<file path="config.mk">
export PLATFORM = sky130hd
export DESIGN_NAME = rlpe_ctrl
export DESIGN_NICKNAME = d
export VERILOG_FILES = /design/src/rtl/rlpe_pkg.sv /design/src/rtl/rlpe_ctrl.sv
export SDC_FILE = /design/constraint.sdc
export NUM_CORES = 1
export LEC_CHECK = 0
export BUFFER_PORTS_ARGS = -buffer_cell sky130_fd_sc_hd__buf_2
export CAP_MARGIN = 20
export CORE_AREA = 2 2 39 41
export DETAILED_ROUTE_END_ITERATION = 10
export DIE_AREA = 0 0 41 43
export GPL_ROUTABILITY_DRIVEN = 0
export GPL_TIMING_DRIVEN = 0
export SLEW_MARGIN = 15
export SYNTH_ARGS = -nofsm -noshare
export SYNTH_HDL_FRONTEND = slang
export SYNTH_SLANG_ARGS = --single-unit
export TNS_END_PERCENT = 1
</file>
<file path="constraint.sdc">
create_clock -name clk -period 3.6 [get_ports clk]
set_input_delay 0.18 -clock clk [delete_from_list [all_inputs] [get_ports clk]]
set_output_delay 0.18 -clock clk [all_outputs]
set_load 0.005 [all_outputs]
</file>
<file path="src/rtl/rlpe_pkg.sv">
// ----------------------------------------------------------------------------
// rlpe_pkg
// Shared types and constants for the RGB LED pattern engine.
// ----------------------------------------------------------------------------
package rlpe_pkg;

    // item kinds
    typedef enum logic [3:0] {
        KIND_TICK  = 4'd0,
        KIND_SET   = 4'd1,
        KIND_ALL   = 4'd2,
        KIND_OFF   = 4'd3,
        KIND_FADE  = 4'd4,
        KIND_STOP  = 4'd5,
        KIND_BLINK = 4'd6,
        KIND_PULSE = 4'd7,
        KIND_CHASE = 4'd8
    } kind_t;

    typedef enum logic [1:0] {
        PAT_NONE  = 2'd0,
        PAT_BLINK = 2'd1,
        PAT_PULSE = 2'd2,
        PAT_CHASE = 2'd3
    } pat_mode_t;

    // configuration register indexes
    localparam logic CFG_COMMON_ANODE  = 1'b0;
    localparam logic CFG_START_CHANNEL = 1'b1;

    // quotient bits of the progress division
    localparam int CURVE_QW = 17;

    typedef enum logic [3:0] {
        ST_IDLE,
        ST_DECODE,
        ST_FADE_PREP,
        ST_FADE_START,
        ST_FADE_WAIT,
        ST_FADE_MIX,
        ST_PAT_PREP,
        ST_PULSE_START,
        ST_PULSE_WAIT,
        ST_PULSE_MIX,
        ST_EMIT
    } ctrl_state_t;

    typedef enum logic [3:0] {
        CP_IDLE,
        CP_DIV1,
        CP_SCALE,
        CP_SQ,
        CP_H1,
        CP_H2,
        CP_H3,
        CP_H4,
        CP_DONE
    } curve_phase_t;

    typedef struct packed {
        logic ready;
        logic load;
        logic decode;
        logic fade_prep;
        logic curve_start;
        logic fade_mix;
        logic pat_prep;
        logic pulse_mix;
        logic emit;
    } ctrl_cmd_t;

    typedef struct packed {
        logic is_tick;
        logic fade_curve;
        logic pulse_curve;
        logic curve_done;
        logic emit_go;
        logic emit_end;
    } dp_status_t;

endpackage

</file>
<file path="src/rtl/rlpe_ctrl.sv">
// ----------------------------------------------------------------------------
// rlpe_ctrl
// Item sequencer: decode, fade and pulse curve runs, then LED write emission.
// ----------------------------------------------------------------------------
module rlpe_ctrl (
    input  logic                   clk,
    input  logic                   rst_n,
    input  logic                   in_valid,
    input  rlpe_pkg::dp_status_t   status,
    output rlpe_pkg::ctrl_cmd_t    cmd
);

    rlpe_pkg::ctrl_state_t state_reg, state_next;

    always_comb
    begin
        state_next = state_reg;
        case (state_reg)
            rlpe_pkg::ST_IDLE:
                if (in_valid) state_next = rlpe_pkg::ST_DECODE;
            rlpe_pkg::ST_DECODE:
                state_next = status.is_tick ? rlpe_pkg::ST_FADE_PREP : rlpe_pkg::ST_EMIT;
            rlpe_pkg::ST_FADE_PREP:
                state_next = status.fade_curve ? rlpe_pkg::ST_FADE_START
                                               : rlpe_pkg::ST_PAT_PREP;
            rlpe_pkg::ST_FADE_START:
                state_next = rlpe_pkg::ST_FADE_WAIT;
            rlpe_pkg::ST_FADE_WAIT:
                if (status.curve_done) state_next = rlpe_pkg::ST_FADE_MIX;
            rlpe_pkg::ST_FADE_MIX:
                state_next = rlpe_pkg::ST_PAT_PREP;
            rlpe_pkg::ST_PAT_PREP:
                state_next = status.pulse_curve ? rlpe_pkg::ST_PULSE_START
                                                : rlpe_pkg::ST_EMIT;
            rlpe_pkg::ST_PULSE_START:
                state_next = rlpe_pkg::ST_PULSE_WAIT;
            rlpe_pkg::ST_PULSE_WAIT:
                if (status.curve_done) state_next = rlpe_pkg::ST_PULSE_MIX;
            rlpe_pkg::ST_PULSE_MIX:
                state_next = rlpe_pkg::ST_EMIT;
            rlpe_pkg::ST_EMIT:
                if (status.emit_go && status.emit_end) state_next = rlpe_pkg::ST_IDLE;
            default:
                state_next = rlpe_pkg::ST_IDLE;
        endcase
    end

    always_comb
    begin
        cmd             = '0;
        cmd.ready       = (state_reg == rlpe_pkg::ST_IDLE);
        cmd.load        = (state_reg == rlpe_pkg::ST_IDLE) && in_valid;
        cmd.decode      = (state_reg == rlpe_pkg::ST_DECODE);
        cmd.fade_prep   = (state_reg == rlpe_pkg::ST_FADE_PREP);
        cmd.curve_start = (state_reg == rlpe_pkg::ST_FADE_START) ||
                          (state_reg == rlpe_pkg::ST_PULSE_START);
        cmd.fade_mix    = (state_reg == rlpe_pkg::ST_FADE_MIX);
        cmd.pat_prep    = (state_reg == rlpe_pkg::ST_PAT_PREP);
        cmd.pulse_mix   = (state_reg == rlpe_pkg::ST_PULSE_MIX);
        cmd.emit        = (state_reg == rlpe_pkg::ST_EMIT);
    end

    always_ff @(posedge clk or negedge rst_n)
    begin
        if (!rst_n)
            state_reg <= rlpe_pkg::ST_IDLE;
        else
            state_reg <= state_next;
    end

endmodule

</file>
# Word level (Yosys, flattened, before mapping)
# Index checks and enable logic that the tools add are counted.
# W data, S select, Z words.
[classes]
n_mux = 8
reduce_logical = 5
eq_ne = 14
[ops]
columns = ["op", "n"]
rows = [
  ["$pmux W4 S11", 1],
  ["$mux W4", 6],
  ["$eq A4 B3 Y1 const B", 4],
  ["$eq A4 B4 Y1 const B", 3],
  ["$eq A4 B2 Y1 const B", 2],
  ["$ne A2 B2 Y1 const B", 3],
  ["$eq A4 B1 Y1 const B", 1],
  ["$logic_not A4 Y1", 1],
  ["$reduce_and A4 Y1", 1],
  ["$mux W3", 1],
  ["$logic_and A1 B1 Y1", 2],
  ["$ne A2 B1 Y1 const B", 1],
  ["$logic_or A1 B1 Y1", 1],
]
[word_totals]
out_inout_bits = 9
regBits = 4

# Longest topological paths before layout
[depth]
ltp_word = 3
depth_mapped = 5
depth_no_buf = 4

# Worst setup path after synthesis
# OpenSTA, ideal clock, no wires.
[synth_path]
path_type = "flip-flop to output port"
from = "register state_reg[0]"
to = "output cmd[7] (netlist bit)"
arrival_time_ps = 1047
stages_incl_launch_ff = 4
path_slack_ps = 2373
required_time_ps = 3420
cell_sequence = "dfrtp_1 buf_4 nor4_1 and2_1"
[synth_rtl]
columns = ["element", "line_no", "rtl"]
rows = [
  ["start: declaration", "rlpe_ctrl.sv:13", "rlpe_pkg::ctrl_state_t state_reg, state_next;"],
  ["start signal: assignment", "rlpe_ctrl.sv:66", "state_reg <= rlpe_pkg::ST_IDLE;"],
  ["start signal: assignment", "rlpe_ctrl.sv:68", "state_reg <= state_next;"],
  ["end: declaration", "rlpe_ctrl.sv:10", "output rlpe_pkg::ctrl_cmd_t cmd"],
]

==> impl_metrics.json <==
{
  "status": "finished clean",
  "worstSkewPairLatency_ns": 0.25,
  "cp.arrival_ns": 1.34,
  "finalSetupTns_ns": 0,
  "coreArea_um2": 1380,
  "ys_warn_count": 0,
  "pwr-share-comb_pct": 65.5,
  "start_util_pct": 27.8,
  "crit_chain": "buf_4 > nor4_1 > and2_1 > buf_2",
  "drc": 0,
  "final_cells": 86,
  "critPathKind": "flip-flop to output port",
  "root_buffer": "clkbuf_4",
  "worstPathRequired_ns": 3.42,
  "period_minus_slack_ns": 1.52,
  "dp_cells": 82,
  "syn_nets": 58,
  "grtUsageTotal_pct": 12.2,
  "area_delta_synth_final_pct": 35.7,
  "vias_per_cell": 4.70,
  "filler_cell_count": 148,
  "netlist_area_um2": 385,
  "cpMaxStageDelayCell": "dfrtp_1",
  "slowest_delay_ns": 0.35,
  "rsz0062_at_grt": "false",
  "synth.area.top_cells": "dfrtp_1 (26%), buf_6 (8.8%), nor2_1 (6.8%), o31ai_2 (6.5%), a21oi_1 (5.2%)",
  "cts_max_level": 1,
  "overflow": 0,
  "io_pins": 18,
  "fin_skew_ns": 0.00604,
  "antenna_found_initial": 0,
  "clk_pin_slew_ns": 0.03,
  "setup_viol": 0,
  "rows": 14,
  "startpoint_type": "flip-flop",
  "clock_path_buffers": 2,
  "final-seq-area_um2": 100,
  "dr.first_iter.drc_count": 5,
  "synth_seq_cells": 4,
  "slew_headroom_pct": 78.5,
  "cp-end-kind": "output port",
  "cp_max_fo": 10,
  "die-area_um2": 1760,
  "worst_slew_pin_slew_ns": 0.320,
  "num_vias": 404,
  "portBuffers": 17,
  "chipWidth_um": 41,
  "p_int_uw": 224,
  "irDropWorstVdd_uv": 261,
  "grt_pass1_vias": 348,
  "cts_tree": "built",
  "p_clk_share_pct": 14.7,
  "place_hpwl_um": 677,
  "seq_area_frac_synth_pct": 26.0,
  "first_pass_iters": 2,
  "sequentialPowerShare_pct": 19.7,
  "hold_viol": 0,
  "finalNetCount": 81,
  "synthDominantCellAreaShare_pct": 26.0,
  "power_density_nw_per_um2": 762,
  "largest_register_ffs": 4,
  "ant_nets": 0,
  "final_layout_size_suffix_gt1_share_pct": 40.0,
  "avgSynthCellArea_um2": 7.86,
  "final_cell_mix": "buf_2 (17), nor2_1 (7), nor3_1 (4), a21oi_1 (4), dfrtp_1 (4)",
  "maxCapViolations": 0,
  "p_switching_uw": 175,
  "wirelength_um": 880,
  "slew_violations": 0,
  "layout_commonest_cell": "buf_2",
  "yosysTopAreaCell": "dfrtp_1",
  "fin_crit_sh_pct": 42.1,
  "synthCells": 49,
  "cts_buffers": 3,
  "routedWlPerCell_um": 10.2,
  "grt_start_max_net_pins": 11,
  "grt_pass1_wl_um": 1410,
  "min_path_type": "input port to flip-flop",
  "yosys.cell_types.count": 22,
  "power_leakage_nw": 0.258,
  "fmax_mhz": 660,
  "switching_share_pct": 43.8,
  "cts.sinks": 4,
  "die_y_um": 43,
  "n_antenna_cell": 0,
  "multi_input_area_um2": 233
}
==> worst paths after layout <==
kind | depth (start not counted) | from | to | slack, ns
max in group asynchronous | 2 | rst_n | state_reg[2] | 3.21
setup reg to reg | 5 | state_reg[2] | state_reg[3] | 2.28
hold reg to reg | 2 | state_reg[0] | state_reg[0] | 0.58
min in group asynchronous | 2 | rst_n | state_reg[3] | 0.26
hold / removal | 3 | status[4] | state_reg[2] | 0.25
setup / recovery | 4 | state_reg[0] | cmd[7] | 2.08
==> per-layer routing <==
metal	vias up	track usage, %	wire (um)
met5	-	0	0
met4	0	8.00	22
met3	3	4.71	70
met2	18	15.6	362
met1	172	16.2	425
li1	211	-	-
==> stage by stage <==
step	setup WS [ns]	power (mW)	hold slack [ns]	utilization (%)	instance area, um^2
finish	2.08	0.399	0.245	37.8	523
global route	1.96	0.437	0.270	37.8	523
CTS	2.06	0.404	0.243	37.8	523
detailed placement	2.27	0.340	-0.00795	35.4	490
global placement	2.28	0.338	-0.0145	35.4	490
floorplan	2.37	0.274	-0.116	-	385
==> critical path: cells and delay by family, from the launching register on <==
family / cells / cell delay (ns)
buffers and inverters: 2 / 0.26
flip-flops: 1 / 0.35
AND/OR/NAND/NOR: 2 / 0.48
==> area by class of cell <==
type,instances,area share [%]
tap,16,3.83
inverter,3,2.15
sequential,4,19.1
timing repair buffer,18,18.2
buffer,4,7.89
multi-input combinational,38,44.5
clock buffer,3,4.31
==> Yosys cell counts <==
cell type  n
buf_6      3
and2_1     2
or4_1      1
o21ai_1    2
o31ai_2    2
o211ai_2   1
or3_1      1
nor4_1     1
buf_4      1
inv_1      3
nor2b_1    1
a21oi_1    4
nor3_2     1
nand2b_1   3
nand4bb_1  1
nand2_1    3
o21ai_0    2
mux2i_1    1
dfrtp_1    4
nor3_1     4
a211o_1    1
nor2_1     7
==> logic make-up (layout without fill, tap and decap cells) <==
logic type,after synthesis,after routing,share of synthesized area (%)
AOI/OAI and AO/OA,12,12,22.4
buffers and inverters,7,28,13.6
DFF,4,4,26.0
muxes,1,1,2.60
and+or+nand+nor,25,25,35.4
==> timing repair <==
| action | 4_1_cts | 5_1_grt |
|---|---|---|
| buffers inserted | 0 | 0 |
| hold buffers | 1 | 0 |
| endpoints found under the hold margin | 4 | 0 |
| resized for setup | 0 | 0 |
==> power groups by stage <==
stage | registers, mW | clock network (mW) | logic [mW]
after global placement | 0.0782 | 0 | 0.260
after global routing | 0.0821 | 0.0638 | 0.291
after floorplan | 0.0760 | 0 | 0.198
after CTS | 0.0792 | 0.0612 | 0.263
final | 0.0786 | 0.0587 | 0.261
after detailed placement | 0.0793 | 0 | 0.261
(Power assumes the default switching activity.)
